$ cat src/sv/edmf_pkg.sv
// ----------------------------------------------------------------------------
// edmf_pkg
// Shared widths, constants and the echo width to distance conversion.
// ----------------------------------------------------------------------------
package edmf_pkg;

  localparam int WIDTH_W     = 15;
  localparam int DIST_W      = 9;
  localparam int CNT_W       = 3;
  localparam int WIDTH_LIMIT = 30000;
  localparam int COUNT_MAX   = 7;

  // floor(w * 17 / 1000) == (w * RECIP_M) >> RECIP_SHIFT for every w <= 51150
  localparam int RECIP_SHIFT = 24;
  localparam int RECIP_M     = 285213;
  localparam int RECIP_W     = 19;
  localparam int PROD_W      = WIDTH_W + RECIP_W;

  typedef struct packed {
    logic              valid;
    logic [DIST_W-1:0] dist_cm;
    logic [CNT_W-1:0]  cnt;
  } mode_res_t;

  function automatic logic [DIST_W-1:0] width_to_cm(input logic [WIDTH_W-1:0] w);
    logic [WIDTH_W-1:0] v;
    logic [PROD_W-1:0]  p;
    v = (w > WIDTH_W'(WIDTH_LIMIT)) ? WIDTH_W'(WIDTH_LIMIT) : w;
    p = PROD_W'(v) * PROD_W'(RECIP_M);
    return p[RECIP_SHIFT +: DIST_W];
  endfunction

endpackage

$ cat src/sv/edmf_store.sv
// ----------------------------------------------------------------------------
// edmf_store
// Sample memory: one write port, one read port with registered read data.
// ----------------------------------------------------------------------------
module edmf_store #(
  parameter int DEPTH = 5,
  parameter int AW    = 3
) (
  input  logic                       clk,
  input  logic                       wr_en,
  input  logic [AW-1:0]              wr_addr,
  input  logic [edmf_pkg::DIST_W-1:0] wr_data,
  input  logic [AW-1:0]              rd_addr,
  output logic [edmf_pkg::DIST_W-1:0] rd_data
);

  logic [edmf_pkg::DIST_W-1:0] mem [DEPTH];

  always_ff @(posedge clk) begin
    if (wr_en) begin
      mem[wr_addr] <= wr_data;
    end
  end

  always_ff @(posedge clk) begin
    rd_data <= mem[rd_addr];
  end

endmodule

$ cat src/sv/edmf_mode.sv
// ----------------------------------------------------------------------------
// edmf_mode
// Mode sequencer: walks the batch pairwise through the sample memory and
// keeps the earliest value with the highest count.
// ----------------------------------------------------------------------------
module edmf_mode #(
  parameter int BATCH_SIZE = 5,
  parameter int AW         = 3,
  parameter int CW         = 3
) (
  input  logic                        clk,
  input  logic                        rst_n,
  input  logic                        go,
  output logic [AW-1:0]               rd_addr,
  input  logic [edmf_pkg::DIST_W-1:0] rd_data,
  output logic                        busy,
  output edmf_pkg::mode_res_t         res
);

  typedef enum logic [1:0] {
    S_IDLE,
    S_CAPI,
    S_SCAN,
    S_EVAL
  } state_t;

  localparam logic [AW-1:0] LAST = AW'(BATCH_SIZE - 1);

  state_t                      state_r;
  logic [AW-1:0]               i_r;
  logic [AW-1:0]               j_r;
  logic [edmf_pkg::DIST_W-1:0] a_r;
  logic [CW-1:0]               cnt_r;
  logic [CW-1:0]               best_cnt_r;
  logic [edmf_pkg::DIST_W-1:0] best_val_r;
  edmf_pkg::mode_res_t         res_r;

  logic [CW-1:0]               win_cnt;
  logic [edmf_pkg::DIST_W-1:0] win_val;
  logic [edmf_pkg::CNT_W-1:0]  sat_cnt;

  // strictly greater keeps the earliest first occurrence on a tie
  always_comb begin
    if (cnt_r > best_cnt_r) begin
      win_cnt = cnt_r;
      win_val = a_r;
    end else begin
      win_cnt = best_cnt_r;
      win_val = best_val_r;
    end
    if (32'(win_cnt) > edmf_pkg::COUNT_MAX) begin
      sat_cnt = edmf_pkg::CNT_W'(edmf_pkg::COUNT_MAX);
    end else begin
      sat_cnt = edmf_pkg::CNT_W'(win_cnt);
    end
  end

  always_comb begin
    rd_addr = '0;
    unique case (state_r)
      S_IDLE: rd_addr = '0;
      S_CAPI: rd_addr = i_r + AW'(1);
      S_SCAN: rd_addr = j_r + AW'(1);
      S_EVAL: rd_addr = i_r + AW'(1);
      default: rd_addr = '0;
    endcase
  end

  always_ff @(posedge clk) begin
    if (!rst_n) begin
      state_r     <= S_IDLE;
      res_r.valid <= 1'b0;
    end else begin
      res_r.valid <= 1'b0;
      unique case (state_r)
        S_IDLE: begin
          if (go) begin
            i_r        <= '0;
            best_cnt_r <= '0;
            state_r    <= S_CAPI;
          end
        end
        S_CAPI: begin
          a_r   <= rd_data;
          cnt_r <= CW'(1);
          if (i_r == LAST) begin
            state_r <= S_EVAL;
          end else begin
            j_r     <= i_r + AW'(1);
            state_r <= S_SCAN;
          end
        end
        S_SCAN: begin
          if (rd_data == a_r) begin
            cnt_r <= cnt_r + CW'(1);
          end
          if (j_r == LAST) begin
            state_r <= S_EVAL;
          end else begin
            j_r <= j_r + AW'(1);
          end
        end
        S_EVAL: begin
          best_cnt_r <= win_cnt;
          best_val_r <= win_val;
          if (i_r == LAST) begin
            res_r.valid   <= 1'b1;
            res_r.dist_cm <= win_val;
            res_r.cnt     <= sat_cnt;
            state_r       <= S_IDLE;
          end else begin
            i_r     <= i_r + AW'(1);
            state_r <= S_CAPI;
          end
        end
        default: state_r <= S_IDLE;
      endcase
    end
  end

  assign busy = (state_r != S_IDLE);
  assign res  = res_r;

endmodule

$ cat src/sv/echo_distance_mode_filter.sv
// ----------------------------------------------------------------------------
// echo_distance_mode_filter
// Converts echo widths to distances, batches them and reports the batch mode.
// ----------------------------------------------------------------------------
// Usage:
//   Input beat: drive in_echo_width_us and raise start; the beat is taken at
//   the rising edge where start is high and busy is low. Widths above 30000
//   saturate; a zero width (timeout) counts as distance 0.
//   Each width becomes floor(width*17/1000) cm and is written to the sample
//   memory in the cycle after the beat is taken, so busy stays high for that
//   cycle. The beat that completes a batch of BATCH_SIZE samples starts the
//   mode sequencer, which reads the memory one entry per cycle through its
//   single read port: per sample i a load step, a compare against each later
//   sample and an update step. out_valid is high for one cycle at the end of
//   the pass, carrying the most frequent distance (earliest first occurrence
//   on a tie) and its count, held at 7. Busy drops in the same cycle as the
//   strobe.
//   The receiver cannot stall: a result beat is taken in its strobe cycle.
//   Reset (synchronous, rst_n low) empties the batch and idles the sequencer;
//   the sample memory is not cleared since every entry is written before read.
// ----------------------------------------------------------------------------
module echo_distance_mode_filter #(
  parameter int BATCH_SIZE = 5
) (
  input  logic                          clk,
  input  logic                          rst_n,
  input  logic                          start,
  output logic                          busy,
  input  logic [edmf_pkg::WIDTH_W-1:0]  in_echo_width_us,
  output logic                          out_valid,
  output logic [edmf_pkg::DIST_W-1:0]   out_mode_distance_cm,
  output logic [edmf_pkg::CNT_W-1:0]    out_mode_count
);

  localparam int AW = (BATCH_SIZE > 1) ? $clog2(BATCH_SIZE) : 1;
  localparam int CW = $clog2(BATCH_SIZE + 1);
  localparam logic [AW-1:0] LAST = AW'(BATCH_SIZE - 1);

  logic                        accept;
  logic                        wr_pend_r;
  logic                        last_r;
  logic [edmf_pkg::DIST_W-1:0] dist_r;
  logic [AW-1:0]               idx_r;
  logic [AW-1:0]               idx_nxt;
  logic                        go;
  logic [AW-1:0]               rd_addr;
  logic [edmf_pkg::DIST_W-1:0] rd_data;
  logic                        mode_busy;
  edmf_pkg::mode_res_t         res;

  assign accept = start && !busy;
  assign busy   = wr_pend_r || mode_busy;

  // launch the mode scan together with the write of the batch's last sample
  assign go      = wr_pend_r && last_r;
  assign idx_nxt = (idx_r == LAST) ? '0 : idx_r + AW'(1);

  // capture the converted distance; write it back in the next cycle
  always_ff @(posedge clk) begin
    if (!rst_n) begin
      wr_pend_r <= 1'b0;
      idx_r     <= '0;
    end else begin
      wr_pend_r <= accept;
      if (wr_pend_r) begin
        idx_r <= idx_nxt;
      end
    end
  end

  always_ff @(posedge clk) begin
    if (accept) begin
      dist_r <= edmf_pkg::width_to_cm(in_echo_width_us);
      last_r <= (idx_r == LAST);
    end
  end

  edmf_store #(
    .DEPTH (BATCH_SIZE),
    .AW    (AW)
  ) u_store (
    .clk     (clk),
    .wr_en   (wr_pend_r),
    .wr_addr (idx_r),
    .wr_data (dist_r),
    .rd_addr (rd_addr),
    .rd_data (rd_data)
  );

  edmf_mode #(
    .BATCH_SIZE (BATCH_SIZE),
    .AW         (AW),
    .CW         (CW)
  ) u_mode (
    .clk     (clk),
    .rst_n   (rst_n),
    .go      (go),
    .rd_addr (rd_addr),
    .rd_data (rd_data),
    .busy    (mode_busy),
    .res     (res)
  );

  assign out_valid            = res.valid;
  assign out_mode_distance_cm = res.dist_cm;
  assign out_mode_count       = res.cnt;

  // a taken beat always holds off the next one for the write cycle
  a_accept_busy: assert property (@(posedge clk) disable iff (!rst_n)
    accept |=> busy)
    else $error("busy low right after an accepted beat");

  // the sample index stays inside the batch
  a_idx_range: assert property (@(posedge clk) disable iff (!rst_n)
    idx_r <= LAST)
    else $error("sample index out of range");

  // the last write of a batch always hands off to the sequencer
  a_go_scan: assert property (@(posedge clk) disable iff (!rst_n)
    go |=> mode_busy && (idx_r == '0))
    else $error("batch end did not start the mode scan");

  // no new write may land while the sequencer reads the batch
  a_no_write_in_scan: assert property (@(posedge clk) disable iff (!rst_n)
    mode_busy |-> !wr_pend_r)
    else $error("sample write during mode scan");

  // results are single-cycle strobes
  a_strobe_pulse: assert property (@(posedge clk) disable iff (!rst_n)
    out_valid |=> !out_valid)
    else $error("result strobe longer than one cycle");

endmodule

$ cat config.mk
export PLATFORM = sky130hd
export DESIGN_NAME = echo_distance_mode_filter
export DESIGN_NICKNAME = d
export VERILOG_FILES = /design/src/sv/edmf_pkg.sv /design/src/sv/edmf_store.sv /design/src/sv/edmf_mode.sv /design/src/sv/echo_distance_mode_filter.sv
export SDC_FILE = /design/constraint.sdc
export NUM_CORES = 1
export LEC_CHECK = 0
export BUFFER_PORTS_ARGS = -buffer_cell sky130_fd_sc_hd__buf_4
export CELL_PAD_IN_SITES_DETAIL_PLACEMENT = 0
export CELL_PAD_IN_SITES_GLOBAL_PLACEMENT = 1
export CORE_ASPECT_RATIO = 0.6
export CORE_MARGIN = 1.5
export CORE_UTILIZATION = 31
export DETAILED_ROUTE_END_ITERATION = 7
export PLACE_DENSITY = 0.53
export SYNTH_ARGS = -nofsm -noshare
export SYNTH_HDL_FRONTEND = slang
export SYNTH_SLANG_ARGS = --single-unit
export TNS_END_PERCENT = 30
$ cat constraint.sdc
create_clock -name clk -period 5.75 [get_ports clk]
set_input_delay 0.2875 -clock clk [delete_from_list [all_inputs] [get_ports clk]]
set_output_delay 0.2875 -clock clk [all_outputs]
set_load 0.005 [all_outputs]
After elaboration in Yosys (flattened, before gate mapping)
Memory sizes are Yosys's and may differ from the RTL's. A register that Yosys moved wholly into a read port is not among the register bits.
Index checks and enable logic that the tools add are counted.
{ "op_classes": {"magnitude_cmp": 2, "n_reduce_logical": 17, "n_eq_ne": 13, "multipliers": 1, "add_sub_neg": 4, "mux": 21} }
{ "op_table": {"columns": ["op", "count"], "rows": [
  ["$mul 15x19->33 const B", 1],
  ["$pmux 3 s2", 4],
  ["$mux 3", 6],
  ["$gt 15x15->1 const B", 1],
  ["$mux 15", 1],
  ["$mux 13", 1],
  ["$add 3x1->3 const B", 4],
  ["$eq 3x3->1 const B", 3],
  ["$eq 9x9->1", 1],
  ["$mux 9", 1],
  ["$pmux 3 s3", 1],
  ["$reduce_and 3->1", 3],
  ["$ne 2x2->1 const B", 4],
  ["$pmux 2 s4", 1],
  ["$reduce_and 4->1", 2],
  ["$reduce_and 2->1", 3],
  ["$reduce_bool 2->1", 3],
  ["$eq 2x2->1 const B", 2],
  ["$mux 1", 4],
  ["$mux 2", 2],
  ["$ne 2x1->1 const B", 2],
  ["$gt 3x3->1", 1],
  ["$eq 2x1->1 const B", 1],
  ["$logic_and 1x1->1", 2],
  ["4 further kinds", 4]
]} }
{ "totals": {"register_bits": 59, "input_bits": 18, "ram_bits": 45, "out_inout_bits": 14, "memories": 1, "wordCells": 73} }
{ "mem_list": {"columns": ["name", "depth", "word_bits", "rd", "rd_clocked_by_memory_dff", "wr", "line", "text"], "rows": [
  ["u_store.mem", 5, 9, 1, 1, 1, "edmf_store.sv:17", "logic [edmf_pkg::DIST_W-1:0] mem [DEPTH];"]
]} }

Depth between registers and ports, before layout
{ "depth": {"word_depth": 4, "mapped_depth": 26, "depth_no_buf": 25} }

Modules after synthesis
From an unflattened synthesis, not the netlist that was laid out.
{ "unflattened": {"cells_unflattened": 774, "hier_area_um2": 9310.2} }
{ "by_module_without_submodules": {"columns": ["module", "cells_each", "instances", "area_each_um2", "seq_area_each_um2"], "rows": [
  ["echo_distance_mode_filter", 512, 1, 5043.6, 380.4],
  ["edmf_mode", 150, 1, 2154.6, 1321.3],
  ["edmf_store", 112, 1, 2112.0, 1531.5]
]} }

Worst setup path before layout
No wires, ideal clock.
{ "synth_path": {"kind": "input to register", "start": "input port in_echo_width_us[6] (netlist bit)", "end": "register dist_r[5] (netlist bit) (data pin)", "setup_ns": 0.259, "path_slack_ns": -0.295, "arrival_time_ns": 5.786, "stages": 26, "required_time_ns": 5.491, "n_path_buf": 1, "cell_sequence": "nor2_1 > nand2_1 > a21oi_1 > nor2b_1 > o21ai_0 > clkbuf_1 > nand2_1 > inv_1 > ha_1 > inv_1 > fa_1 > fa_1 > inv_1 > fa_1 > fa_1 > inv_1 > fa_1 > inv_1 > ha_1 > nand4_1 > nor2_1 > a311o_1 > nor4b_2 > o21ai_1 > o211a_1 > xor2_1"} }
{ "synth_between": {"elab_chain_len": 3} }
{ "synth_lines": {"columns": ["element", "line", "text"], "rows": [
  ["start: declaration", "echo_distance_mode_filter.sv:29", "input logic [edmf_pkg::WIDTH_W-1:0] in_echo_width_us,"],
  ["$gt 15x15->1", "edmf_pkg.sv:28", "v = (w > WIDTH_W'(WIDTH_LIMIT)) ? WIDTH_W'(WIDTH_LIMIT) : w;"],
  ["$mux 15 (*)", "edmf_pkg.sv:28", null],
  ["$mul 15x19->33 (*)", "edmf_pkg.sv:29", "p = PROD_W'(v) * PROD_W'(RECIP_M);"],
  ["end signal: assignment", "echo_distance_mode_filter.sv:73", "dist_r <= edmf_pkg::width_to_cm(in_echo_width_us);"],
  ["end: declaration", "echo_distance_mode_filter.sv:42", "logic [edmf_pkg::DIST_W-1:0] dist_r;"]
]} }
Mark *: on every way between the ends. The rest lies on a longest branch, timed or not.
A chain may end at the register's enable or synchronous reset.

Final worst setup path
{ "layout_path": {"start": "input port in_echo_width_us[6] (netlist bit)", "end": "register dist_r[7] (netlist bit) (data pin)"} }
Same word-level chain as after synthesis.

==> summary.md <==
| Metric | Value |
|---|---|
| Via-to-Cell Ratio | 4.44 |
| Share of synthesized cell area in full adder, half adder and majority cells | 37.3% |
| Detailed Route WL | 21,100 µm |
| Area contributors post-synth | sky130_fd_sc_hd__edfxtp_1 (32%), sky130_fd_sc_hd__ha_1 (21%), sky130_fd_sc_hd__fa_1 (16%), sky130_fd_sc_hd__inv_1 (6.6%), sky130_fd_sc_hd__dfxtp_1 (3.6%) |
| Largest net degree at the start of global routing | 20 |
| Part of the cycle the worst path needs | 97.4% |
| Iteration count of the initial detailed-routing pass | 4 |
| Count of filler cells inserted in the layout | 2,822 |
| Transition time of the tightest slew-check pin | 1.09 ns |
| Top post-synthesis cells by count | sky130_fd_sc_hd__inv_1 (158), sky130_fd_sc_hd__ha_1 (151), sky130_fd_sc_hd__edfxtp_1 (97) |
| Cell type with the largest total area after synthesis | sky130_fd_sc_hd__edfxtp_1 |
| Delay of the slowest cell on the worst path | 0.51 ns |
| Fraction of registers with async set/reset | 0% |
| Cell row count | 48 |
| Critical path startpoint category | primary input |
| Most frequently used flop master after synthesis | sky130_fd_sc_hd__edfxtp_1 |
| Data required time at the worst endpoint | 5.91 ns |
| Yosys top cell area share | 32.4% |
| Final #Nets | 1,142 |
| Largest voltage drop on the vdd net | 0.253 mV |
| Number of hold violations in the final report | 0 |
| Antenna-violating nets left | 0 |
| Worst setup EP type | flop |
| Min cycle time layout | 5.60 ns |
| Max cap viols | 0 |
| Cell with the most instances after synthesis | sky130_fd_sc_hd__inv_1 |
| Area delta synth->final | 24.8% |
| Total global-route track usage | 14.6% |
| Insertion delay to the later sink of the worst-skew pair | 0.41 ns |
| Number of H-tree branching levels | 4 |
| Largest delay contributor family on the critical path | adder cells |
| Vias in the first global route | 5,627 |
| Drt initial violations | 317 |
| Combined buffer and inverter count along the critical path | 7 |
| Worst slew margin | 27.5% |
| Power per cell area | 489 nW/µm² |
| Synthesized-area fraction occupied by ao, oa, aoi and oai cells | 6.57% |
| Fraction of synthesized cell area in xor and xnor cells | 2.05% |
| TNS Setup | 0 ns |
| Ratio of cells with drive above 1 in the final layout | 23.5% |
| Clock skew | 0.00988 ns |
| Number of buffer cells added on primary ports | 31 |
| Buffer levels on the longest clock path | 2 |
| Gate count of the mapped netlist | 779 |
| I/O Pins | 32 |
| WL per Instance | 16.4 µm |
| Average size of a mapped cell | 11.5 µm² |
| Total count of max-transition violations in the final report | 0 |
| Static leakage power | 5.10 nW |
| Sequential element share of the synthesized area | 36.0% |
| Root buffer cell | sky130_fd_sc_hd__clkbuf_16 |
| DRC viols | 0 |
| Maximum fanout count along the critical path | 4 |
| CP dominant cell by count | sky130_fd_sc_hd__fa_1 |
| Placeable core region | 28,600 µm² |
| Number of antenna violations at the first check in global routing | 0 |
| Yosys Warn Count | 0 |
| Post-Syn Area | 8990 µm² |
| Diodes inserted | 0 |
| Synth Area in Simple Gates | 7.21% |
| Number of buffers inserted for hold repair after clock tree synthesis | 0 |
| Overall die area | 30,100 µm² |
| Number of clock buffers inserted by TritonCTS | 17 |
| Clock transition at the registers of the reported paths | 0.06 ns |
| Starting Density | 31.4% |
| Global-route wire length before repair | 32,600 µm |
| Die Width | 223 µm |
| Vias after detailed routing | 5,717 |
| Path type of the worst setup path | in2reg |
| HPWL after detailed placement | 17,800 µm |
| Max Clk Rate | 179 MHz |
| Synthesized Nets | 1,021 |
| EDFF count, synth | 97 |
| Overall power of the completed layout | 5.49 mW |
| Sinks on Clock Net | 113 |
| Gpl congestion | 0.844 |
| CP Data Arrival Time | 5.76 ns |
| Largest family of logic cells by synthesized area | adder cells |
| Number of distinct library cells after synthesis | 51 |
| Proportion of synthesized area in mux cells | 3.72% |
| Outcome | completed |
| CTS tree | done |
| Total congestion overflow after global routing | 0 |
| Cell with the largest stage delay on the worst path | sky130_fd_sc_hd__fa_2 |
| Vertical die dimension | 135 µm |
| Path type of the worst min-delay path | in2reg |
| Total setup violations reported at the end of the flow | 0 |
| Count of state elements after synthesis | 113 |
-- stage by stage --
stage                     hold WS [ns]  instances  setup slack, ns  instance area (µm²)  util, %
after floorplan                  0.428        779          0.00226                 9020        -
after global placement           0.441       1251           -0.549                10300     35.8
after detailed placement         0.440       1251           -0.586                10300     35.8
after CTS                        0.188       1286         -0.00252                11000     38.5
after global routing             0.199       1288          -0.0637                11200     39.2
final                            0.196       1288            0.152                11200     39.2
-- registers in the layout, summed over array words and instances, names as in the netlist, 2 cells and up --
signal	cells
dist_r	9
idx_r	3
u_mode.a_r	9
u_mode.best_cnt_r	3
u_mode.best_val_r	9
u_mode.cnt_r	3
u_mode.i_r	3
u_mode.j_r	3
u_mode.res	13
u_mode.state_r	2
u_store.mem	45
u_store.rd_data	9
-- report_power, final --
part           leakage (nW)  switching (mW)  internal (mW)
Sequential             1.02          0.0824           1.08
Combinational          3.77            1.70           1.46
Clock                 0.318           0.372          0.791
-- layout by cell type (no fill, tap or decap), types with 3 or more instances in the layout --
master and n:
sky130_fd_sc_hd__o21ai_0 24, sky130_fd_sc_hd__inv_4 4, sky130_fd_sc_hd__fa_1 70, sky130_fd_sc_hd__ha_1 142, sky130_fd_sc_hd__mux2i_1 12, sky130_fd_sc_hd__inv_2 3, sky130_fd_sc_hd__nor2b_1 10, sky130_fd_sc_hd__a21oi_1 16
sky130_fd_sc_hd__o21a_1 3, sky130_fd_sc_hd__nand2b_4 4, sky130_fd_sc_hd__nor3_1 6, sky130_fd_sc_hd__ha_4 9, sky130_fd_sc_hd__buf_4 112, sky130_fd_sc_hd__dfxtp_1 16, sky130_fd_sc_hd__clkinv_2 3, sky130_fd_sc_hd__edfxtp_1 97
sky130_fd_sc_hd__inv_1 151, sky130_fd_sc_hd__clkbuf_16 17, sky130_fd_sc_hd__a31oi_1 4, sky130_fd_sc_hd__nand3_1 5, sky130_fd_sc_hd__nor2_1 34, sky130_fd_sc_hd__nand4_1 5, sky130_fd_sc_hd__mux2_2 19, sky130_fd_sc_hd__fa_2 3
sky130_fd_sc_hd__clkbuf_1 3, sky130_fd_sc_hd__nand2_1 31, sky130_fd_sc_hd__nand2_2 4, sky130_fd_sc_hd__xnor2_1 14, sky130_fd_sc_hd__and2_1 11, sky130_fd_sc_hd__a21o_1 7, sky130_fd_sc_hd__bufinv_16 5, sky130_fd_sc_hd__nand2_4 3
sky130_fd_sc_hd__xor2_1 7, sky130_fd_sc_hd__o211ai_1 11
-- routing by layer --
layer / GRT usage (%) / wire length (µm) / up-vias
met5: 0 / 0 / -
met4: 2.95 / 131 / 0
met3: 4.07 / 977 / 15
met2: 15.6 / 6870 / 64
met1: 26.0 / 13100 / 2777
li1: - / - / 2861
-- timing repair --
item                                    CTS  global route
gates resized for setup                  19            26
endpoints found under the setup margin    7             8
pin swaps                                10            22
buffers inserted                          3             2
-- worst paths after layout --
path	from	to	slack, ns	cells after the start
hold reg to reg	u_store.rd_data[3]	u_mode.a_r[3]	0.45	0
setup reg to reg	u_mode.state_r[0]	u_store.rd_data[7]	2.61	10
hold / removal	rst_n	wr_pend_r	0.20	2
setup / recovery	in_echo_width_us[6]	dist_r[7]	0.15	27
-- logic make-up (layout without fill, tap and decap cells) --
family	Yosys count	after routing
and+or+nand+nor	131	131
adders and majority gates	224	224
DFF	113	113
muxes	31	31
AOI/OAI and AO/OA	88	88
buffers and inverters	171	305
xor gates and xnor gates	21	21
-- layout make-up --
class                   instances  area [µm²]  area share (%)
clock buffers                  22         464            4.14
clock inverters                10         183            1.63
inverters                     158         603            5.37
multi-input cells             495        5390            48.0
flip-flops and latches        113        3230            28.8
well taps                     375         469            4.18
repair buffers                115         883            7.87
No activity file was read; power rests on OpenSTA's default activity.
